### src/rtl/core/svfs_pkg.sv
// ----------------------------------------------------------------------------
// svfs_pkg
// Shared types and codes of the script frame stack: item layouts, tags,
// status codes, opcodes, special slots and the sequencer states.
// ----------------------------------------------------------------------------
package svfs_pkg;

   localparam int SVFS_STACK_DEPTH = 1024;
   localparam int TOP_AFTER_W      = 11;

   // opcodes
   localparam logic [2:0] OP_PUSH  = 3'd0;
   localparam logic [2:0] OP_POP   = 3'd1;
   localparam logic [2:0] OP_PEEK  = 3'd2;
   localparam logic [2:0] OP_SETUP = 3'd3;
   localparam logic [2:0] OP_READ  = 3'd4;
   localparam logic [2:0] OP_WRITE = 3'd5;

   // entry tags
   localparam logic [1:0] TAG_INT   = 2'd0;
   localparam logic [1:0] TAG_FLOAT = 2'd1;
   localparam logic [1:0] TAG_UINT  = 2'd2;
   localparam logic [1:0] TAG_NONE  = 2'd3;

   // status codes
   localparam logic [1:0] STAT_OK    = 2'd0;
   localparam logic [1:0] STAT_TYPE  = 2'd1;
   localparam logic [1:0] STAT_OVER  = 2'd2;
   localparam logic [1:0] STAT_UNDER = 2'd3;

   // difficulty levels
   localparam logic [1:0] LEVEL_EASY    = 2'd0;
   localparam logic [1:0] LEVEL_NORMAL  = 2'd1;
   localparam logic [1:0] LEVEL_HARD    = 2'd2;
   localparam logic [1:0] LEVEL_LUNATIC = 2'd3;

   // special read slots
   localparam logic signed [31:0] SLOT_RANDOM  = -32'sd10000;
   localparam logic signed [31:0] SLOT_TIME    = -32'sd9988;
   localparam logic signed [31:0] SLOT_DIFF    = -32'sd9959;
   localparam logic signed [31:0] SLOT_EASY    = -32'sd9953;
   localparam logic signed [31:0] SLOT_NORMAL  = -32'sd9952;
   localparam logic signed [31:0] SLOT_HARD    = -32'sd9951;
   localparam logic signed [31:0] SLOT_LUNATIC = -32'sd9550;
   localparam logic signed [31:0] SLOT_POP     = -32'sd1;

   typedef struct packed {
      logic [2:0]         opcode;
      logic [1:0]         value_type;
      logic [31:0]        value_bits;
      logic signed [31:0] slot;
      logic [9:0]         frame_vars;
      logic [30:0]        time_now;
      logic [30:0]        random_word;
   } svfs_req_type;

   typedef struct packed {
      logic [1:0]             status;
      logic [1:0]             result_type;
      logic [31:0]            result_bits;
      logic [TOP_AFTER_W-1:0] top_after;
   } svfs_rsp_type;

   typedef enum logic [2:0] {
      KIND_FIXED,
      KIND_PUSH,
      KIND_POP,
      KIND_PEEK,
      KIND_READ,
      KIND_WRITE,
      KIND_SETUP
   } svfs_kind_type;

   // what the execute cycle does with one item
   typedef struct packed {
      svfs_kind_type kind;
      logic [1:0]    status;
      logic [1:0]    rtype;
      logic [31:0]   bits;
   } svfs_plan_type;

   typedef struct packed {
      logic tag_we;
      logic word_we;
   } svfs_wr_type;

   typedef enum logic [1:0] {
      SM_CLEAR,
      SM_IDLE,
      SM_EXEC,
      SM_WALK
   } svfs_state_type;

endpackage

### src/rtl/core/svfs_decode.sv
// ----------------------------------------------------------------------------
// svfs_decode
// Classifies an incoming item against top and base: error checks, special
// slots, and the memory address that the item reads or writes.
// ----------------------------------------------------------------------------
module svfs_decode
   import svfs_pkg::*;
#(
   parameter int STACK_DEPTH = SVFS_STACK_DEPTH,
   parameter int AW          = $clog2(STACK_DEPTH),
   parameter int TW          = $clog2(STACK_DEPTH + 1)
) (
   input  svfs_req_type  req_i,
   input  logic [TW-1:0] top_i,
   input  logic [TW-1:0] base_i,
   input  logic [1:0]    difficulty_i,
   output svfs_plan_type plan_o,
   output logic          rd_en_o,
   output logic [AW-1:0] addr_o
);

   logic [31:0]   idx_sum;
   logic          idx_oob;
   logic          top_zero;
   logic          top_full;
   logic [31:0]   setup_need;
   logic [TW-1:0] top_dec;

   assign idx_sum    = 32'(base_i) + {3'b000, req_i.slot[30:2]};
   assign idx_oob    = idx_sum >= 32'(STACK_DEPTH);
   assign top_zero   = top_i == '0;
   assign top_full   = 32'(top_i) >= 32'(STACK_DEPTH);
   assign setup_need = 32'(top_i) + 32'(req_i.frame_vars) + 32'd1;
   assign top_dec    = top_i - TW'(1);

   always_comb begin
      plan_o.kind   = KIND_FIXED;
      plan_o.status = STAT_OK;
      plan_o.rtype  = TAG_NONE;
      plan_o.bits   = '0;
      rd_en_o       = 1'b0;
      addr_o        = '0;
      unique case (req_i.opcode)
         OP_PUSH: begin
            if (req_i.value_type == TAG_NONE) begin
               plan_o.status = STAT_TYPE;
            end else if (top_full) begin
               plan_o.status = STAT_OVER;
            end else begin
               plan_o.kind = KIND_PUSH;
               addr_o      = top_i[AW-1:0];
            end
         end
         OP_POP, OP_PEEK: begin
            if (top_zero) begin
               plan_o.status = STAT_UNDER;
            end else begin
               plan_o.kind = (req_i.opcode == OP_POP) ? KIND_POP : KIND_PEEK;
               rd_en_o     = 1'b1;
               addr_o      = top_dec[AW-1:0];
            end
         end
         OP_SETUP: begin
            if (setup_need > 32'(STACK_DEPTH)) begin
               plan_o.status = STAT_OVER;
            end else begin
               plan_o.kind = KIND_SETUP;
               addr_o      = top_i[AW-1:0];
            end
         end
         OP_READ: begin
            if (!req_i.slot[31]) begin
               if (idx_oob) begin
                  plan_o.status = STAT_UNDER;
               end else begin
                  plan_o.kind = KIND_READ;
                  rd_en_o     = 1'b1;
                  addr_o      = idx_sum[AW-1:0];
               end
            end else begin
               unique case (req_i.slot)
                  SLOT_RANDOM: begin
                     plan_o.rtype = TAG_INT;
                     plan_o.bits  = {1'b0, req_i.random_word};
                  end
                  SLOT_TIME: begin
                     plan_o.rtype = TAG_INT;
                     plan_o.bits  = {1'b0, req_i.time_now};
                  end
                  SLOT_DIFF: begin
                     plan_o.rtype = TAG_INT;
                     plan_o.bits  = {30'd0, difficulty_i};
                  end
                  SLOT_EASY: begin
                     plan_o.rtype = TAG_INT;
                     plan_o.bits  = {31'd0, difficulty_i == LEVEL_EASY};
                  end
                  SLOT_NORMAL: begin
                     plan_o.rtype = TAG_INT;
                     plan_o.bits  = {31'd0, difficulty_i == LEVEL_NORMAL};
                  end
                  SLOT_HARD: begin
                     plan_o.rtype = TAG_INT;
                     plan_o.bits  = {31'd0, difficulty_i == LEVEL_HARD};
                  end
                  SLOT_LUNATIC: begin
                     plan_o.rtype = TAG_INT;
                     plan_o.bits  = {31'd0, difficulty_i == LEVEL_LUNATIC};
                  end
                  SLOT_POP: begin
                     if (top_zero) begin
                        plan_o.status = STAT_UNDER;
                     end else begin
                        plan_o.kind = KIND_POP;
                        rd_en_o     = 1'b1;
                        addr_o      = top_dec[AW-1:0];
                     end
                  end
                  default: begin
                     plan_o.rtype = TAG_NONE;
                  end
               endcase
            end
         end
         OP_WRITE: begin
            // negative slot: drop the write
            if (!req_i.slot[31]) begin
               if (idx_oob) begin
                  plan_o.status = STAT_UNDER;
               end else if (req_i.value_type != TAG_INT &&
                            req_i.value_type != TAG_FLOAT) begin
                  plan_o.status = STAT_TYPE;
               end else begin
                  plan_o.kind = KIND_WRITE;
                  addr_o      = idx_sum[AW-1:0];
               end
            end
         end
         default: begin
            plan_o.status = STAT_OK;
         end
      endcase
   end

endmodule

### config.mk
export PLATFORM = sky130hd
export DESIGN_NAME = svfs_decode
export DESIGN_NICKNAME = d
export VERILOG_FILES = /design/src/rtl/core/svfs_pkg.sv /design/src/rtl/core/svfs_decode.sv
export SDC_FILE = /design/constraint.sdc
export NUM_CORES = 1
export LEC_CHECK = 0
export BUFFER_PORTS_ARGS = -buffer_cell sky130_fd_sc_hd__buf_4
export CAP_MARGIN = 10
export CORE_MARGIN = 3
export CORE_UTILIZATION = 40
export DETAILED_ROUTE_END_ITERATION = 8
export PLACE_DENSITY = 0.8
export SYNTH_ARGS = -nofsm -noshare
export SYNTH_HDL_FRONTEND = slang
export SYNTH_SLANG_ARGS = --single-unit
export TNS_END_PERCENT = 5
### constraint.sdc
create_clock -name vclk -period 9
set_input_delay 0.9 -clock vclk [all_inputs]
set_output_delay 0.9 -clock vclk [all_outputs]
set_load 0.05 [all_outputs]
Yosys cells after proc, flatten, opt, wreduce, memory -nomap -nowiden
Cells that the tools add are included.
- register bits: 0
- bits of input ports: 165
- output and inout port bits: 50
- add/sub/neg operators: 4
- order comparisons: 3
- eq/ne operators: 18
- multiplexer cells: 41
- reductions and logical operators: 7
- operators with widths (kind ; number):
    $eq A32 B32 Y1 const B ; 8
    $pmux W31 S7 ; 1
    $mux W10 ; 10
    $mux W34 ; 2
    $pmux W10 S5 ; 1
    $add A11 B29 Y30 ; 1
    $ge A30 B11 Y1 const B ; 1
    $mux W2 ; 9
    $mux W3 ; 5
    $mux W5 ; 3
    $pmux W3 S5 ; 1
    $add A12 B1 Y13 const B ; 1
    $gt A13 B11 Y1 const B ; 1
    $add A11 B10 Y12 ; 1
    $ge A11 B11 Y1 const B ; 1
    $logic_not A11 Y1 ; 1
    $pmux W2 S5 ; 1
    $sub A10 B1 Y10 const B ; 1
    $mux W1 ; 7
    $reduce_or A7 Y1 ; 1
    $eq A2 B2 Y1 const B ; 3
    $eq A3 B2 Y1 const B ; 2
    $eq A3 B3 Y1 const B ; 2
    $eq A3 B1 Y1 const B ; 1
    8 further kinds ; 8

Depth between registers and ports, before layout
Gate-level depths: netlist of run 1.
- word-level depth: 6
- gate-level depth with buffers: 12
- depth with buffers taken out: 12

Least setup slack after synthesis of run 1
No wires, ideal clock.
- path type: input to output
- start point: input req_i[74] (netlist name)
- end point: output plan_o[36] (netlist name)
- arrival: 4.258 ns
- data required time: 8.100 ns
- setup slack: 3.842 ns
- cell stages on the path: 10
- buffers on the path: 0
- cells stage by stage: ha_1 fa_1 a211oi_1 o211ai_1 a21oi_1 mux2i_1 o41ai_1 a211o_1 or3_4 o21ai_0
- RTL lines (element ; line ; text):
    from (decl) ; svfs_decode.sv:13 ; input svfs_req_type req_i,
    to (decl) ; svfs_decode.sv:17 ; output svfs_plan_type plan_o,

Final worst setup path of run 1
- start point: input top_i[0]
- end point: output addr_o[9]
- word-level cells in the longest chain between the ends: 5
- elaborated cells between the ends (all ways): 13
- RTL lines (element ; line ; text):
    from (decl) ; svfs_decode.sv:14 ; input logic [TW-1:0] top_i,
    $add A11 B10 Y12 (tied with other cells) ; svfs_decode.sv:33 ; assign setup_need = 32'(top_i) + 32'(req_i.frame_vars) + 32'd1;
    $add A12 B1 Y13 / $mux W10 (equally long branches) ; svfs_decode.sv:33, svfs_decode.sv:55, svfs_decode.sv:111 ;
    $gt A13 B11 Y1 / $mux W10 (equally long branches) ; svfs_decode.sv:64, svfs_decode.sv:81 ;
    $mux W10, on equally long branches ; svfs_decode.sv:64, svfs_decode.sv:72 ;
    $pmux W10 S5 * ; svfs_decode.sv:43 ; unique case (req_i.opcode)
    to (decl) ; svfs_decode.sv:19 ; output logic [AW-1:0] addr_o
Every way passes the cells marked *; elsewhere a longest branch is shown, timed or not.

==> reports/qor.yml, run 1 <==
whs_path_depth: 4
power.static_leakage_nw: 1.88
final_net_count: 786
post-cts-setup-buffer-count: 0
largest_incremental_delay_on_the_critical_path_ns: 0.68
ys_top_cells_by_area: "sky130_fd_sc_hd__ha_1 (10%), sky130_fd_sc_hd__nor2_1 (8.3%), sky130_fd_sc_hd__a22oi_1 (8.2%)"
cp_startpoint_kind: "input pin"
grtUsageTotal_pct: 26.7
place_congestion: 0.991
timing.final.hold_violations: 0
syn_avg_cell_area_um2: 6.60
timing.slew.headroom_pct: 38.1
area_delta_synth_final_pct: 49.6
holdPathEnd: "plan_o[10]"
timing.hold.worst.start: "req_i[10]"
detail_route.wl_per_cell_um: 17.3
report.final.slew_viol_count: 0
n_clock_buffer: 0
worst-slew-pin-transition_ns: 0.906
drc_errors: 0
dp.final_hpwl_um: 9900
cts-hold-fix-buffers: 0
vias_per_cell: 6.03
post_dp_cell_area_mm2: 0.00424
number_of_instances_in_the_synthesized_netlist: 431
fin_area_mm2: 0.00425
first_pass_iters: 5
via_count_of_the_first_global_routing_pass: 3783
status: "complete, no violations"
yosysTopAreaCell: "sky130_fd_sc_hd__ha_1"
critical_path_class: "in2out"
floorplan.die.height_um: 90.3
maximum_number_of_pins_on_one_net_before_global_route_repair: 33
postRouteAntennaNets: 0
wire_length_of_the_first_global_routing_pass_um: 18800
grt_setup_unrepaired: "no"
placement_rows: 30
timing.setup.tns_ns: 0
proportion_of_layout_cells_with_a_drive_suffix_above_1_pct: 34.7
synth_sequential_area_ratio_pct: 0
setup_violation_total_in_the_final_timing_report: 0
design.die.area_mm2: 0.00815
vdd.ir_drop.worst_mv: 0.0294
timing.hold.worst.class: "in2out"
initialDrtViolationCount: 277
critical-path-slowest-cell: "sky130_fd_sc_hd__a2bb2oi_1"
antenna_found_initial: 0
dieWidth_um: 90.3
timing.final.crit_share_pct: 60.0
layout.filler_cells: 683
antennaDiodeCount: 0
routed_wl_um: 12000
flops_and_latches: 0
synthesis.area_mm2: 0.00284
multi_input_gate_area_in_the_final_layout_mm2: 0.00269
synth_cell_types: 77
critical_path.endpoint_type: "primary output"
post_synth_net_total: 621
max_clock_freq_mhz: 185
required_ns: 8.10
ioPinCount: 215
post_cts.resized_instances: 0
synth.top_cell.area_share_pct: 10.1
yosysWarningCount: 0
numPortBuffers: 182
worstPathCellList: "buf_4, inv_1, ha_1, inv_1, fa_1, a21o_1, a221oi_1, o211a_1, and2_1, a211oi_1, a2bb2oi_1, nand2_1, a221o_1, buf_4"
global_route.overflow_total: 0
critical_path_arrival_ns: 4.50
period_needed_ns: 5.40
initial_utilization_pct: 41.6
route.vias.total: 4158
power_per_cell_area_mw_per_mm2: 49.2
register_area_um2: 0
max_cap_viol_count: 0
cp_max_fo: 9
core_region_area_mm2: 0.00683
==> per-stage QoR <==
| stage | worst slack [ns] | utilization (%) | hold WS, ns | cells | power [W] |
|---|---|---|---|---|---|
| finish | 3.60 | 62.3 | 2.21 | 690 | 0.000209 |
| global route | 3.39 | 62.3 | 2.22 | 690 | 0.000226 |
| CTS | 3.70 | 62.1 | 2.21 | 689 | 0.000207 |
| global placement | 3.77 | 62.1 | 2.20 | 689 | 0.000201 |
| detailed placement | 3.68 | 62.1 | 2.21 | 689 | 0.000206 |
| floorplan | 3.84 | - | 2.11 | 431 | 0.000120 |
==> layer usage <==
metal  up-vias  track usage (%)  share of wire [%]
met4         0             2.04               0.38
met1      1917             38.0                 44
met3         6             5.33                9.1
met2       219             43.2                 47
li1       2016                -                  -
met5         -                0                  0
==> worst max path at each step <==
| stage | from | to | cells past startpoint |
|---|---|---|---|
| after floorplan | req_i[74] | plan_o[36] | 10 |
| after global placement | top_i[0] | addr_o[9] | 14 |
| after detailed placement | top_i[0] | addr_o[9] | 14 |
| after CTS | top_i[0] | addr_o[9] | 14 |
| after global routing | top_i[0] | addr_o[8] | 14 |
| final | top_i[0] | addr_o[9] | 14 |
==> report_power, final <==
part / total, W / leakage [nW] / switching [W] / internal [W]
logic: 0.000209 / 1.88 / 0.000115 / 0.0000943
registers: 0 / 0 / 0 / 0
clock network: 0 / 0 / 0 / 0
total: 0.000209 / 1.88 / 0.000115 / 0.0000943
==> layout make-up <==
cell class         count  share of cell area, %
multi-input cells    397                   63.3
repair buffers       185                   32.8
well taps             96                   2.82
inverters             12                   1.06
==> cell usage after synthesis (all sizes together) (8+ instances only) <==
| cell type | count |
|---|---|
| a21o | 10 |
| a21oi | 26 |
| a22oi | 31 |
| buf | 8 |
| clkbuf | 14 |
| ha | 23 |
| inv | 12 |
| nand2 | 35 |
| nand3 | 16 |
| nand4 | 10 |
| nor2 | 63 |
| nor3 | 13 |
| nor4 | 9 |
| o21a | 8 |
| o21ai | 14 |
| or3 | 9 |
| xnor2 | 11 |
| xor2 | 8 |
==> kinds of logic (layout without fill, tap and decap cells) <==
| group | count (synthesis) | after routing | synth area share [%] |
|---|---|---|---|
| compound gates | 157 | 157 | 41.4 |
| other cells | 1 | 1 | 0.132 |
| mux | 3 | 3 | 1.10 |
| simple gates | 192 | 192 | 34.5 |
| fa+ha+maj | 25 | 25 | 11.5 |
| buf+inv | 34 | 197 | 5.55 |
| xor+xnor | 19 | 19 | 5.85 |
==> cells in the final DEF (no fill, tap or decap), drive strengths merged, types with 4 or more instances in the layout <==
cell	Yosys	final
nand2b	4	4
o21ai	14	14
o21a	8	8
and2	4	4
nor4	9	9
nor3	13	13
o211ai	6	6
xnor2	11	11
nand3	16	16
nand2	35	35
a211oi	5	5
a31oi	5	5
nor3b	4	4
a21oi	26	26
xor2	8	8
a22oi	31	31
inv	12	12
a221o	6	6
nand4	10	10
ha	23	23
or3	9	9
and3	6	6
a21o	10	10
nor2	63	63
buf	8	185
or2	4	4
o2111a	4	4
==> worst max-delay path: cells and delay by family <==
kind,cells,cell delay (ns)
and+or+nand+nor,2,0.48
buffers and inverters,4,0.46
adders and majority gates,2,0.56
AOI/OAI and AO/OA,6,2.10
Power figures use the tool's default switching activity.
==> inputs of run 2 (changes only) <==
CORE_UTILIZATION = 39   (was 40)
PLACE_DENSITY = 0.82   (was 0.8)
clock period = 4.4 ns   (was 9 ns; I/O delays follow)
==> run 2 against run 1 <==
Compared with the run above:
- non-clock buffer count rose by 2
- sequential share of layout area unchanged
- sequential cell count is the same
- hold slack worse by 0.94 ns
- setup slack got worse by 3.4 ns
- power is 100% higher
- combinational power increased by 100%
- utilization is 0.90 points lower
- wire length fell by 5.0%
==> reports/qor.yml, run 2 (synthesis results as in run 1) <==
status: "complete, no violations"
vdd.ir_drop.worst_mv: 0.0475  # +61%
worstPathCellList: "buf_4, ha_1, fa_1, a211oi_1, o211ai_1, and3_1, a2111oi_2, o2111a_1, o211ai_2, nor4_4, a221o_1, buf_4"
layoutNonFillerInstCount: 692  # +0.29%
whs_path_depth: 4  # unchanged
critical_path_arrival_ns: 3.80  # -0.70 ns
postLayoutCoreUtil_pct: 61.4  # -0.90 points
holdPathEnd: "plan_o[1]"
largest_delay_share_family_worst_path: "compound AO/OA/AOI/OAI gates"
required_ns: 3.96  # -4.14 ns
timing.hold.worst.start: "req_i[1]"
design.die.area_mm2: 0.00835  # +2.4%
post_cts.resized_instances: 0  # unchanged
report.final.slew_viol_count: 0  # unchanged
timing.hold.worst.class: "in2out"
timing.final.hold_violations: 0  # unchanged
core_region_area_mm2: 0.00694  # +1.6%
critical-path-slowest-cell: "sky130_fd_sc_hd__nor4_4"
antennaDiodeCount: 0  # unchanged
initial_utilization_pct: 40.9  # -0.67 points
postRouteAntennaNets: 0  # unchanged
vias_per_cell: 6.13  # +1.7%
power.static_leakage_nw: 1.89  # +0.42%
p_total_w: 0.000425  # +100%
detail_route.wl_per_cell_um: 16.4  # -5.2%
critical_path.endpoint_type: "primary output"
dp.final_hpwl_um: 9470  # -4.3%
routed_wl_um: 11400  # -5.0%
place_congestion: 0.985  # -0.59%
worst-slew-pin-transition_ns: 0.803  # -0.102 ns
ioPinCount: 215  # unchanged
dieWidth_um: 91.4  # +1.2%
post-cts-setup-buffer-count: 0  # unchanged
grtUsageTotal_pct: 24.3  # -2.3 points
power_per_cell_area_mw_per_mm2: 99.8  # +100%
via_count_of_the_first_global_routing_pass: 3723  # -1.6%
timing.slew.headroom_pct: 45.1  # +7.0 points
setup_violation_total_in_the_final_timing_report: 0  # unchanged
cp_startpoint_kind: "input pin"
route.vias.total: 4241  # +2.0%
wire_length_of_the_first_global_routing_pass_um: 17600  # -6.8%
maximum_number_of_pins_on_one_net_before_global_route_repair: 33  # unchanged
cp_max_fo: 10  # +1
final_net_count: 788  # +0.25%
proportion_of_layout_cells_with_a_drive_suffix_above_1_pct: 34.9  # +0.22 points
placement_rows: 30  # unchanged
floorplan.die.height_um: 91.4  # +1.2%
n_clock_buffer: 0  # unchanged
area_delta_synth_final_pct: 49.9
max_cap_viol_count: 0  # unchanged
antenna_found_initial: 0  # unchanged
critPathBufInv: 2  # -2
flops_and_latches: 0  # unchanged
first_pass_iters: 5  # unchanged
layout.filler_cells: 673  # -1.5%
largest_incremental_delay_on_the_critical_path_ns: 0.62  # -0.06 ns
dp.cells: 692  # +0.44%
crit_cells: 12  # -2
period_needed_ns: 4.24
timing.final.crit_share_pct: 96.4
critical_path_class: "in2out"
global_route.overflow_total: 0  # unchanged
layout_commonest_cell: "sky130_fd_sc_hd__buf_4"
numPortBuffers: 182  # unchanged
multi_input_gate_area_in_the_final_layout_mm2: 0.00269  # unchanged
max_clock_freq_mhz: 236
register_area_um2: 0  # unchanged
grt_setup_unrepaired: "no"
final_cell_mix: "sky130_fd_sc_hd__buf_4 (187), sky130_fd_sc_hd__nor2_1 (62), sky130_fd_sc_hd__nand2_1 (35)"
drc_errors: 0  # unchanged
crit_path_frequent_cell: "sky130_fd_sc_hd__buf_4"
timing.setup.tns_ns: 0  # unchanged
cts-hold-fix-buffers: 0  # unchanged
initialDrtViolationCount: 301  # +8.7%
hold-worst-slack_ns: 1.28  # -0.935 ns
## run 2: cell count changes in the layout (fill, tap and decap cells not counted), sizes merged
cell  change
buf       +2
## run 2: through the flow
| stage | setup WS, ns | instance area, um2 |
|---|---|---|
| floorplan | 0.162 | 2840 |
| global placement | 0.318 | 4260 |
| detailed placement | 0.261 | 4260 |
| CTS | 0.243 | 4260 |
| global route | 0.0535 | 4260 |
| finish | 0.158 | 4260 |
## run 2: worst max-delay path by stage
stage                    from    endpoint  slack (ns)
detailed placement  req_i[74]   addr_o[8]        0.26
floorplan           req_i[74]  plan_o[36]        0.16
CTS                 req_i[74]   addr_o[8]        0.24
finish              req_i[74]   addr_o[8]        0.16
global route        req_i[74]   addr_o[8]        0.05
global placement    req_i[74]   addr_o[9]        0.32
## run 2: final cells by class
class | count | area share (%)
repair buffers | 187 | 32.9
multi-input cells | 397 | 63.2
well taps | 96 | 2.82
inverters | 12 | 1.06
## run 2: where the power goes
group | internal, W | switching, W
Combinational | 0.000193 | 0.000232
Sequential | 0 | 0
Clock | 0 | 0
Total | 0.000193 | 0.000232
## run 2: layer usage
layer / track usage (%) / share of wire (%)
met1: 35.1 / 43
met2: 39.9 / 48
met3: 2.24 / 8.0
met4: 3.27 / 1.3
met5: 0 / 0
## run 2: worst min-delay path: stages
cell and delay (ns):
sky130_fd_sc_hd__buf_4 0.11, sky130_fd_sc_hd__nand2_1 0.04, sky130_fd_sc_hd__a21oi_1 0.06, sky130_fd_sc_hd__buf_4 0.19
==> inputs of run 3 (changes only) <==
REMOVE_ABC_BUFFERS = 1   (was not set)
SLEW_MARGIN = 20   (was not set)
==> run 3 against run 2 <==
Compared with the run above:
- utilization is 0.11 points higher
- clock-buffer cell count stayed put
- wire length is 0.15% lower
- critical path type unchanged
- power hardly changed
- die area stayed put
- critical endpoint is now plan_o[34]
- largest power group unchanged
- largest cell class unchanged
- first-iteration DRC count is 4.7% lower
==> reports/qor.yml, run 3 (synthesis results as in run 1) <==
antenna_found_initial: 0  # unchanged
final_cell_mix: "sky130_fd_sc_hd__buf_4 (188), sky130_fd_sc_hd__nor2_1 (62), sky130_fd_sc_hd__nand2_1 (35)"
period_needed_ns: 4.16  # -0.0836 ns
worst-slew-pin-transition_ns: 0.747  # -0.0562 ns
layout.filler_cells: 687  # +2.1%
wire_length_of_the_first_global_routing_pass_um: 17800  # +1.6%
required_ns: 3.96  # about the same
grt_setup_unrepaired: "no"
floorplan.die.height_um: 91.4  # unchanged
drc_errors: 0  # unchanged
critical_path_class: "in2out"
proportion_of_power_drawn_by_combinational_gates_pct: 100.0  # about the same
timing.slew.headroom_pct: 48.9  # +3.8 points
via_count_of_the_first_global_routing_pass: 3688  # -0.94%
design.die.area_mm2: 0.00835  # unchanged
numPortBuffers: 182  # unchanged
power.static_leakage_nw: 1.89  # +0.29%
total_switching_power_w: 0.000232  # -0.17%
status: "complete, no violations"
max_clock_freq_mhz: 240  # +2.0%
antennaDiodeCount: 0  # unchanged
layout_commonest_cell: "sky130_fd_sc_hd__buf_4"
grtUsageTotal_pct: 24.6  # +0.26 points
setup_violation_total_in_the_final_timing_report: 0  # unchanged
largest_incremental_delay_on_the_critical_path_ns: 0.43  # -0.19 ns
place_congestion: 0.979  # -0.58%
cp_max_fo: 7  # -3
routed_wl_um: 11300  # -0.15%
n_clock_buffer: 0  # unchanged
final_net_count: 789  # +0.13%
register_area_um2: 0  # unchanged
timing.hold.worst.class: "in2out"
critical_path.endpoint_type: "primary output"
dp.cells: 693  # +0.14%
p_total_w: 0.000425  # about the same
dp.final_hpwl_um: 9590  # +1.2%
global_route.overflow_total: 0  # unchanged
placement_rows: 30  # unchanged
cp_startpoint_kind: "input pin"
proportion_of_layout_cells_with_a_drive_suffix_above_1_pct: 35.0  # +0.11 points
detail_route.wl_per_cell_um: 16.4  # -0.29%
post-cts-setup-buffer-count: 0  # unchanged
hold-worst-slack_ns: 1.28  # +0.0000900 ns
timing.final.crit_share_pct: 94.5  # -1.9 points
power_per_cell_area_mw_per_mm2: 99.6  # -0.27%
worstPathCellList: "buf_4, ha_1, fa_1, a211oi_1, o211ai_1, a21oi_1, mux2i_1, o41ai_1, a211o_1, or3_4, a211o_1, buf_4"
post_cts.resized_instances: 0  # unchanged
area_delta_synth_final_pct: 50.2
flops_and_latches: 0  # unchanged
vias_per_cell: 5.99  # -2.3%
maximum_number_of_pins_on_one_net_before_global_route_repair: 32  # -3.0%
first_pass_iters: 5  # unchanged
p_clk_share_pct: 0  # unchanged
ioPinCount: 215  # unchanged
report.final.slew_viol_count: 0  # unchanged
core_region_area_mm2: 0.00694  # unchanged
route.vias.total: 4148  # -2.2%
initial_utilization_pct: 40.9  # unchanged
postRouteAntennaNets: 0  # unchanged
max_cap_viol_count: 0  # unchanged
layoutNonFillerInstCount: 693  # +0.14%
sequentialPowerShare_pct: 0  # unchanged
critical-path-slowest-cell: "sky130_fd_sc_hd__a211oi_1"
critical_path_arrival_ns: 3.72  # -0.08 ns
vdd.ir_drop.worst_mv: 0.0613  # +29%
p_sw_share_pct: 54.5  # about the same
dieWidth_um: 91.4  # unchanged
initialDrtViolationCount: 287  # -4.7%
intPower_w: 0.000193  # about the same
multi_input_gate_area_in_the_final_layout_mm2: 0.00269  # unchanged
cts-hold-fix-buffers: 0  # unchanged
postLayoutCoreUtil_pct: 61.5  # +0.11 points
timing.final.hold_violations: 0  # unchanged
==> run 3: cell types whose count changed in the layout (fill, tap and decap cells not counted) <==
| cell | before | now |
|---|---|---|
| sky130_fd_sc_hd__buf_4 | 187 | 188 |
==> run 3: through the flow <==
step | setup WS [ns] | instance area, um2 | TNS [ns]
3_5_place_dp | 0.376 | 4270 | 0
2_1_floorplan | -0.623 | 2730 | -1.20
4_1_cts | 0.338 | 4270 | 0
5_1_grt | 0.124 | 4270 | 0
6_report | 0.242 | 4270 | 0
3_3_place_gp | 0.398 | 4270 | 0
==> run 3: worst max-delay path, delay by kind of cell <==
family	cells	cell delay, ns
compound gates	6	1.68
mux	1	0.26
fa+ha+maj	2	0.64
simple gates	1	0.37
buf+inv	2	0.33
==> run 3: per-layer routing <==
layer  vias to the layer above  wire, um  track usage [%]
li1                       2023         -                -
met1                      1908      5110             37.3
met5                         -         0                0
met3                        12       926             2.98
met2                       205      5220             38.3
met4                         0        87             2.01
==> run 3: area by class of cell <==
type                       count  area share, %
multi-input combinational    397           63.1
inverter                      12           1.06
tap                           96           2.81
timing repair buffer         188           33.1
==> run 3: worst paths after layout <==
kind | from | to | slack (ns) | cells past startpoint
worst max-delay path | req_i[74] | plan_o[34] | 0.24 | 12
worst min-delay path | req_i[139] | rd_en_o | 1.28 | 3
==> run 3: power by group through the flow <==
stage	clock [W]	combinational (W)	sequential [W]
floorplan	0	0.000235	0
global placement	0	0.000413	0
detailed placement	0	0.000419	0
CTS	0	0.000421	0
global route	0	0.000461	0
finish	0	0.000425	0
